$ cat src/rtl/core/skt_pkg.sv
package skt_pkg;

  localparam int unsigned OP_W  = 3;
  localparam int unsigned KEY_W = 32;
  localparam int unsigned QTY_W = 32;
  localparam int unsigned ST_W  = 2;
  localparam int unsigned POS_W = 6;
  localparam int unsigned CNT_W = 7;

  // one table row as stored: key in the upper half, quantity in the lower
  localparam int unsigned ROW_W = KEY_W + QTY_W;

  typedef enum logic [OP_W-1:0] {
    OP_INSERT = 3'd0,
    OP_SEARCH = 3'd1,
    OP_UPDATE = 3'd2,
    OP_REMOVE = 3'd3,
    OP_CLEAR  = 3'd4
  } op_e;

  typedef enum logic [ST_W-1:0] {
    STAT_OK   = 2'd0,
    STAT_FULL = 2'd1,
    STAT_DUP  = 2'd2,
    STAT_MISS = 2'd3
  } status_e;

  typedef enum logic [2:0] {
    ST_IDLE,
    ST_SCAN,
    ST_EXEC,
    ST_MOVE,
    ST_DONE
  } state_e;

endpackage

$ cat src/rtl/core/skt_ram.sv
module skt_ram #(
  parameter int unsigned Width = 64,
  parameter int unsigned Depth = 64,
  localparam int unsigned AddrW = (Depth > 1) ? $clog2(Depth) : 1
) (
  input  logic             clk_i,
  input  logic             we_i,
  input  logic [AddrW-1:0] waddr_i,
  input  logic [Width-1:0] wdata_i,
  input  logic [AddrW-1:0] raddr_i,
  output logic [Width-1:0] rdata_o
);

  logic [Width-1:0] mem_q [Depth];
  logic [Width-1:0] rdata_q;

  always_ff @(posedge clk_i) begin
    if (we_i) begin
      mem_q[waddr_i] <= wdata_i;
    end
    rdata_q <= mem_q[raddr_i];
  end

  assign rdata_o = rdata_q;

endmodule

$ cat src/rtl/core/sorted_key_table.sv
// sorted key table: up to CAPACITY entries of signed key and signed quantity,
// always held in ascending key order in one row memory.
// input channel (in_valid_i / in_ready_o) carries opcode_i, part_key_i and
// amount_i; output channel (out_valid_o / out_ready_i) carries status_o,
// quantity_o, position_o and entry_count_o, exactly one transfer per input.
// an operation walks the rows one per cycle through a single compare unit
// until it meets the first key not below part_key_i, then insert and remove
// move the rows past that point one per cycle through the memory port. the
// slowest items are an insert into a table one short of full and a remove
// from a full table; clear, full insert and unused opcodes skip the scan and
// the move and go straight to the result.
// in_ready_o is high only while no operation is in flight.
// reset empties the table at once: the row memory is not cleared, rows at or
// above the entry count are simply never used.
// a finished result sits in the output register until taken; a new item is
// accepted meanwhile, and it waits in its last step if its result is ready
// before the previous one was taken.
module sorted_key_table #(
  parameter int unsigned CAPACITY = 64
) (
  input  logic                                clk_i,
  input  logic                                rst_ni,
  input  logic                                in_valid_i,
  output logic                                in_ready_o,
  input  logic [skt_pkg::OP_W-1:0]            opcode_i,
  input  logic signed [skt_pkg::KEY_W-1:0]    part_key_i,
  input  logic signed [skt_pkg::QTY_W-1:0]    amount_i,
  output logic                                out_valid_o,
  input  logic                                out_ready_i,
  output logic [skt_pkg::ST_W-1:0]            status_o,
  output logic signed [skt_pkg::QTY_W-1:0]    quantity_o,
  output logic [skt_pkg::POS_W-1:0]           position_o,
  output logic [skt_pkg::CNT_W-1:0]           entry_count_o
);

  localparam int unsigned AW = (CAPACITY > 1) ? $clog2(CAPACITY) : 1;
  localparam int unsigned CW = $clog2(CAPACITY + 1);
  localparam logic [CW-1:0] CapCount = CW'(CAPACITY);

  // control state
  skt_pkg::state_e state_q, state_d;
  logic [CW-1:0]   count_q, count_d;
  logic [CW-1:0]   iss_q, iss_d;      // next row to read while scanning
  logic            have_q, have_d;    // read data holds row cmp_q
  logic [AW-1:0]   cmp_q, cmp_d;
  logic [CW-1:0]   rem_q, rem_d;      // rows left to read while moving
  logic [AW-1:0]   ptr_q, ptr_d;
  logic            pend_q, pend_d;    // read data waits to be written back
  logic [AW-1:0]   pend_addr_q, pend_addr_d;
  logic            out_valid_q, out_valid_d;

  // operation payload
  skt_pkg::op_e                    op_q, op_d;
  logic signed [skt_pkg::KEY_W-1:0] key_q, key_d;
  logic signed [skt_pkg::QTY_W-1:0] amt_q, amt_d;
  logic                            hit_q, hit_d;
  logic [AW-1:0]                   pos_q, pos_d;
  logic signed [skt_pkg::QTY_W-1:0] fqty_q, fqty_d;

  // pending result and output register
  skt_pkg::status_e                 r_status_q, r_status_d;
  logic signed [skt_pkg::QTY_W-1:0] r_qty_q, r_qty_d;
  logic [AW-1:0]                    r_pos_q, r_pos_d;
  skt_pkg::status_e                 o_status_q, o_status_d;
  logic signed [skt_pkg::QTY_W-1:0] o_qty_q, o_qty_d;
  logic [AW-1:0]                    o_pos_q, o_pos_d;
  logic [CW-1:0]                    o_cnt_q, o_cnt_d;

  // row memory port
  logic                     ram_we;
  logic [AW-1:0]            ram_waddr;
  logic [skt_pkg::ROW_W-1:0] ram_wdata;
  logic [AW-1:0]            ram_raddr;
  logic [skt_pkg::ROW_W-1:0] ram_rdata;

  logic signed [skt_pkg::KEY_W-1:0] rd_key;
  logic signed [skt_pkg::QTY_W-1:0] rd_qty;
  logic                             key_ge;
  logic signed [skt_pkg::QTY_W-1:0] upd_sum;
  logic                             in_xfer;

  skt_ram #(
    .Width (skt_pkg::ROW_W),
    .Depth (CAPACITY)
  ) u_rows (
    .clk_i   (clk_i),
    .we_i    (ram_we),
    .waddr_i (ram_waddr),
    .wdata_i (ram_wdata),
    .raddr_i (ram_raddr),
    .rdata_o (ram_rdata)
  );

  assign rd_key  = ram_rdata[skt_pkg::ROW_W-1:skt_pkg::QTY_W];
  assign rd_qty  = ram_rdata[skt_pkg::QTY_W-1:0];
  // the shared compare: first stored key not below the searched one
  assign key_ge  = rd_key >= key_q;
  assign upd_sum = fqty_q + amt_q;   // wraps at 32 bits

  assign in_ready_o = (state_q == skt_pkg::ST_IDLE);
  assign in_xfer    = in_valid_i && in_ready_o;

  always_comb begin
    state_d     = state_q;
    count_d     = count_q;
    iss_d       = iss_q;
    have_d      = have_q;
    cmp_d       = cmp_q;
    rem_d       = rem_q;
    ptr_d       = ptr_q;
    pend_d      = pend_q;
    pend_addr_d = pend_addr_q;
    out_valid_d = out_valid_q;
    op_d        = op_q;
    key_d       = key_q;
    amt_d       = amt_q;
    hit_d       = hit_q;
    pos_d       = pos_q;
    fqty_d      = fqty_q;
    r_status_d  = r_status_q;
    r_qty_d     = r_qty_q;
    r_pos_d     = r_pos_q;
    o_status_d  = o_status_q;
    o_qty_d     = o_qty_q;
    o_pos_d     = o_pos_q;
    o_cnt_d     = o_cnt_q;
    ram_we      = 1'b0;
    ram_waddr   = pend_addr_q;
    ram_wdata   = ram_rdata;
    ram_raddr   = ptr_q;

    // output register drains independently of the sequencer
    if (out_valid_q && out_ready_i) begin
      out_valid_d = 1'b0;
    end

    unique case (state_q)
      skt_pkg::ST_IDLE: begin
        if (in_xfer) begin
          op_d       = skt_pkg::op_e'(opcode_i);
          key_d      = part_key_i;
          amt_d      = amount_i;
          iss_d      = '0;
          have_d     = 1'b0;
          r_status_d = skt_pkg::STAT_OK;
          r_qty_d    = '0;
          r_pos_d    = '0;
          priority if (opcode_i == skt_pkg::OP_INSERT && count_q >= CapCount) begin
            r_status_d = skt_pkg::STAT_FULL;
            state_d    = skt_pkg::ST_DONE;
          end else if (opcode_i == skt_pkg::OP_INSERT || opcode_i == skt_pkg::OP_SEARCH ||
                       opcode_i == skt_pkg::OP_UPDATE || opcode_i == skt_pkg::OP_REMOVE) begin
            state_d = skt_pkg::ST_SCAN;
          end else if (opcode_i == skt_pkg::OP_CLEAR) begin
            count_d = '0;
            state_d = skt_pkg::ST_DONE;
          end else begin
            // unused opcodes leave the table alone
            state_d = skt_pkg::ST_DONE;
          end
        end
      end

      skt_pkg::ST_SCAN: begin
        ram_raddr = iss_q[AW-1:0];
        fqty_d    = rd_qty;
        if (have_q && key_ge) begin
          hit_d   = (rd_key == key_q);
          pos_d   = cmp_q;
          state_d = skt_pkg::ST_EXEC;
        end else if (iss_q >= count_q) begin
          // every row is below the key: it would go at the end
          hit_d   = 1'b0;
          pos_d   = AW'(count_q);
          state_d = skt_pkg::ST_EXEC;
        end else begin
          have_d = 1'b1;
          cmp_d  = iss_q[AW-1:0];
          iss_d  = iss_q + CW'(1);
        end
      end

      skt_pkg::ST_EXEC: begin
        state_d = skt_pkg::ST_DONE;
        pend_d  = 1'b0;
        unique case (op_q)
          skt_pkg::OP_INSERT: begin
            if (hit_q) begin
              r_status_d = skt_pkg::STAT_DUP;
              r_qty_d    = fqty_q;
              r_pos_d    = pos_q;
            end else begin
              // shift rows pos..count-1 up by one, from the top down
              rem_d   = count_q - CW'(pos_q);
              ptr_d   = AW'(count_q - CW'(1));
              state_d = skt_pkg::ST_MOVE;
            end
          end
          skt_pkg::OP_SEARCH: begin
            if (hit_q) begin
              r_qty_d = fqty_q;
              r_pos_d = pos_q;
            end else begin
              r_status_d = skt_pkg::STAT_MISS;
            end
          end
          skt_pkg::OP_UPDATE: begin
            if (hit_q) begin
              ram_we    = 1'b1;
              ram_waddr = pos_q;
              ram_wdata = {key_q, upd_sum};
              r_qty_d   = upd_sum;
              r_pos_d   = pos_q;
            end else begin
              r_status_d = skt_pkg::STAT_MISS;
            end
          end
          skt_pkg::OP_REMOVE: begin
            if (hit_q) begin
              // close the gap: rows pos+1..count-1 move down by one
              r_pos_d = pos_q;
              rem_d   = count_q - CW'(pos_q) - CW'(1);
              ptr_d   = pos_q + AW'(1);
              state_d = skt_pkg::ST_MOVE;
            end else begin
              r_status_d = skt_pkg::STAT_MISS;
            end
          end
          default: begin
          end
        endcase
      end

      skt_pkg::ST_MOVE: begin
        // read one row per cycle, write the previous read back one place over
        if (pend_q) begin
          ram_we    = 1'b1;
          ram_waddr = (op_q == skt_pkg::OP_INSERT) ? pend_addr_q + AW'(1)
                                                   : pend_addr_q - AW'(1);
          ram_wdata = ram_rdata;
        end
        if (rem_q != '0) begin
          pend_d      = 1'b1;
          pend_addr_d = ptr_q;
          ptr_d       = (op_q == skt_pkg::OP_INSERT) ? ptr_q - AW'(1) : ptr_q + AW'(1);
          rem_d       = rem_q - CW'(1);
        end else begin
          pend_d = 1'b0;
          if (!pend_q) begin
            if (op_q == skt_pkg::OP_INSERT) begin
              ram_we    = 1'b1;
              ram_waddr = pos_q;
              ram_wdata = {key_q, amt_q};
              count_d   = count_q + CW'(1);
              r_qty_d   = amt_q;
              r_pos_d   = pos_q;
            end else begin
              count_d = count_q - CW'(1);
            end
            state_d = skt_pkg::ST_DONE;
          end
        end
      end

      skt_pkg::ST_DONE: begin
        if (!out_valid_q || out_ready_i) begin
          o_status_d  = r_status_q;
          o_qty_d     = r_qty_q;
          o_pos_d     = r_pos_q;
          o_cnt_d     = count_q;
          out_valid_d = 1'b1;
          state_d     = skt_pkg::ST_IDLE;
        end
      end

      default: begin
        state_d = skt_pkg::ST_IDLE;
      end
    endcase
  end

  always_ff @(posedge clk_i or negedge rst_ni) begin
    if (!rst_ni) begin
      state_q     <= skt_pkg::ST_IDLE;
      count_q     <= '0;
      iss_q       <= '0;
      have_q      <= 1'b0;
      rem_q       <= '0;
      pend_q      <= 1'b0;
      out_valid_q <= 1'b0;
    end else begin
      state_q     <= state_d;
      count_q     <= count_d;
      iss_q       <= iss_d;
      have_q      <= have_d;
      rem_q       <= rem_d;
      pend_q      <= pend_d;
      out_valid_q <= out_valid_d;
    end
  end

  // payload registers, no reset
  always_ff @(posedge clk_i) begin
    cmp_q       <= cmp_d;
    ptr_q       <= ptr_d;
    pend_addr_q <= pend_addr_d;
    op_q        <= op_d;
    key_q       <= key_d;
    amt_q       <= amt_d;
    hit_q       <= hit_d;
    pos_q       <= pos_d;
    fqty_q      <= fqty_d;
    r_status_q  <= r_status_d;
    r_qty_q     <= r_qty_d;
    r_pos_q     <= r_pos_d;
    o_status_q  <= o_status_d;
    o_qty_q     <= o_qty_d;
    o_pos_q     <= o_pos_d;
    o_cnt_q     <= o_cnt_d;
  end

  assign out_valid_o   = out_valid_q;
  assign status_o      = o_status_q;
  assign quantity_o    = o_qty_q;
  assign position_o    = skt_pkg::POS_W'(o_pos_q);
  assign entry_count_o = skt_pkg::CNT_W'(o_cnt_q);

endmodule

$ cat config.mk
export PLATFORM = sky130hd
export DESIGN_NAME = sorted_key_table
export DESIGN_NICKNAME = d
export VERILOG_FILES = /design/src/rtl/core/skt_pkg.sv /design/src/rtl/core/skt_ram.sv /design/src/rtl/core/sorted_key_table.sv
export SDC_FILE = /design/constraint.sdc
export NUM_CORES = 2
export LEC_CHECK = 0
export ABC_AREA = 0
export BUFFER_PORTS_ARGS = -buffer_cell sky130_fd_sc_hd__buf_4
export CAP_MARGIN = 20
export CORE_ASPECT_RATIO = 0.8
export CORE_MARGIN = 10
export CORE_UTILIZATION = 57
export DETAILED_ROUTE_END_ITERATION = 16
export PLACE_DENSITY = 0.76
export SLEW_MARGIN = 10
export SYNTH_ARGS = -nofsm -noshare
export SYNTH_HDL_FRONTEND = slang
export SYNTH_HIERARCHICAL = 1
export SYNTH_SLANG_ARGS = --single-unit
export TNS_END_PERCENT = 30
$ cat constraint.sdc
create_clock -name clk_i -period 7.06 [get_ports clk_i]
set_input_delay 0.706 -clock clk_i [delete_from_list [all_inputs] [get_ports clk_i]]
set_output_delay 0.706 -clock clk_i [all_outputs]
set_load 0.03 [all_outputs]
==> flow_summary.ini <==
[route]
drt_iter0_markers = 14500
ant_nets = 0
num_vias = 89900
drc = 0
routedWlPerCell_um = 36.8
via_per_inst = 6.98
wirelength_um = 474000
dr.pass1.iters = 6

[logic_synthesis]
ys_types = 76
synth-seq-cells = 4398
synth-seq-area-share_pct = 77.0
synth.net_count = 8272
yosysTopAreaCellShare_pct = 75.8
yosys_warnings = 6
synth_area_leaders = edfxtp_1, mux4_2, mux2i_1
avgSynthCellArea_um2 = 21.0
synth_edf_count = 4307
yosysTopAreaCell = edfxtp_1
ys_async_sr_fraction_pct = 0.614
ys.flop_type = edfxtp_1
synth_area_mm2 = 0.171
syn_inst = 8106

[clock_tree]
insertion_delay_ns = 0.94
htreeDepth = 5
cts_tree = yes
cts_resized = 0
clk_pin_slew_ns = 0.06
cts-buffers-inserted = 406
cts_max_path_buffers = 4
cts-hold-fix-buffers = 65
cts_root_buf = clkbuf_16
postCtsSetupRepairBufs = 0
cts.sink_count = 4398

[grt]
antenna_found_initial = 25
grt_pass1_wl_um = 675000
grt_overflow = 0
track_usage_pct = 29.3
grt_pass1_vias = 90200
grt_max_degree = 132

[final_layout]
mostFrequentLayoutCell = edfxtp_1
nFillCells = 18200
layout_common_cells = edfxtp_1, mux4_2, clkbuf_16
instances_no_fill = 12900
layout-drive-gt1-share_pct = 25.1
utilization_pct = 64.9
num-nets-final = 8717
syn2layout_area_growth_pct = 13.3

[floorplan]
die_w_um = 632
die-area_mm2 = 0.322
fp-row-count = 179
core_area_mm2 = 0.298
initial_utilization_pct = 57.3
die_h_um = 509
io_pins = 120

[sta]
skew_ns = 0.0785
max_freq_mhz = 168
worstMarginPinSlew_ns = 1.21
hold_slack_ns = 0.0458
finalCritPeriodShare_pct = 84.4
finalCriticalPeriod_ns = 5.96
finalHoldViolations = 0
finalMaxSlewViolations = 0
relSlewSlack_pct = 19.1
rsz0062_at_grt = false
setup_violations = 0

[worst_setup_path]
required_ns = 7.62
cp_max_fo = 41
startpoint_type = flop
endpoint_kind = flop
worstRegToRegCells = 15
cp_data_arrival_time_ns = 6.51
critPathKind = flop to flop
r2r_end = u_rows/mem_q[35][1]
worstSetupEndpoint = u_rows/mem_q[35][1]
r2r-start = op_q[2]
reg2reg_slack_ns = 1.10
startpoint = op_q[2]

[placement]
port_buffers = 119
gp_congestion = 0.877
hpwl_um = 254000
place_inst = 12100

[power_and_ir_drop]
p_per_area_mw_per_mm2 = 395
ir_drop_mv = 0.409
p_leak_nw = 61.0

[run]
max_cap_viol_count = 0

[hold_path]
hold_path_class = input port to flop
hp-start = opcode_i[1]

[status]
status = complete, no violations
worst max-delay path, stage by stage, from the launching register on:
cell and delay [ns]:
edfxtp_1 0.48, or3_1 0.60, ha_1 0.37, a21o_1 0.19, a21oi_1 0.31, o21bai_1 0.14, a21oi_1 0.19, xnor2_1 0.14
a21oi_1 0.09, o21ai_0 0.66, buf_4 0.32, nand2_1 0.14, or3_1 0.65, nor2_4 0.61, buf_16 0.24, buf_12 0.35
synth_stat cells (all sizes together), types with 30 or more instances:
| library cell | number |
|---|---|
| a211oi | 30 |
| a21oi | 90 |
| a22oi | 161 |
| a31oi | 65 |
| and3 | 33 |
| buf | 247 |
| clkbuf | 205 |
| dfxtp | 64 |
| edfxtp | 4307 |
| ha | 91 |
| inv | 76 |
| mux2i | 162 |
| mux4 | 1024 |
| nand2 | 324 |
| nand3 | 207 |
| nand4 | 94 |
| nor2 | 187 |
| o21a | 55 |
| o21ai | 176 |
| o22ai | 84 |
| or3 | 65 |
| xnor2 | 38 |
sequential cells by signal, summed over array words and instances, names as in the netlist, 32 cells and up:
signal          cells
amt_q              32
fqty_q             32
key_q              32
quantity_o         32
r_qty_q            32
u_rows/mem_q     4096
u_rows/rdata_o     64
cells by family after synthesis:
| kind of cell | synth area share, % |
|---|---|
| AO/OA/AOI/OAI | 3.08 |
| multiplexers | 14.5 |
| AND/OR/NAND/NOR | 2.93 |
| adder cells (fa/ha/maj) | 0.715 |
| flip-flops | 77.0 |
| XOR/XNOR | 0.282 |
| buffers and inverters | 1.49 |
area by class of cell:
cell class / instances / area [um^2] / share of cell area [%]
timing repair buffer: 489 / 4970 / 2.57
clock inverter: 226 / 2620 / 1.35
sequential: 4398 / 131000 / 68.0
tap: 3982 / 4980 / 2.58
inverter: 77 / 292 / 0.151
clock buffer: 513 / 10900 / 5.66
antenna: 7 / 17.5 / 0.00907
multi-input combinational: 3179 / 38100 / 19.7
worst min-delay path by stage:
| stage | end | slack (ns) | depth (start not counted) |
|---|---|---|---|
| floorplan | position_o[0] | 0.40 | 0 |
| global route | op_q[1] | 0.03 | 1 |
| detailed placement | quantity_o[14] | 0.40 | 0 |
| global placement | position_o[1] | 0.40 | 0 |
| CTS | op_q[1] | 0.006 | 1 |
| finish | op_q[1] | 0.05 | 1 |
metrics by stage:
step / cell area, um^2 / total power (W) / setup WS (ns) / setup TNS, ns
CTS: 193000 / 0.0760 / 1.02 / 0
global placement: 179000 / 0.0530 / 0.865 / 0
global route: 193000 / 0.0784 / 0.949 / 0
floorplan: 171000 / 0.0469 / -0.689 / -86.92
detailed placement: 179000 / 0.0537 / 1.05 / 0
finish: 193000 / 0.0763 / 1.10 / 0
report_power, final:
group,switching (W),internal (W)
combinational,0.0130,0.00663
sequential,0.000707,0.0334
clock,0.00948,0.0130
metal layers:
metal / global-route usage, % / up-vias / wire, um
met3: 9.07 / 1237 / 70900
met1: 39.7 / 46500 / 162000
met4: 13.6 / 24 / 26800
li1: - / 34700 / -
met2: 44.2 / 7393 / 214000
met5: 0 / - / 213
Power figures use the tool's default switching activity.
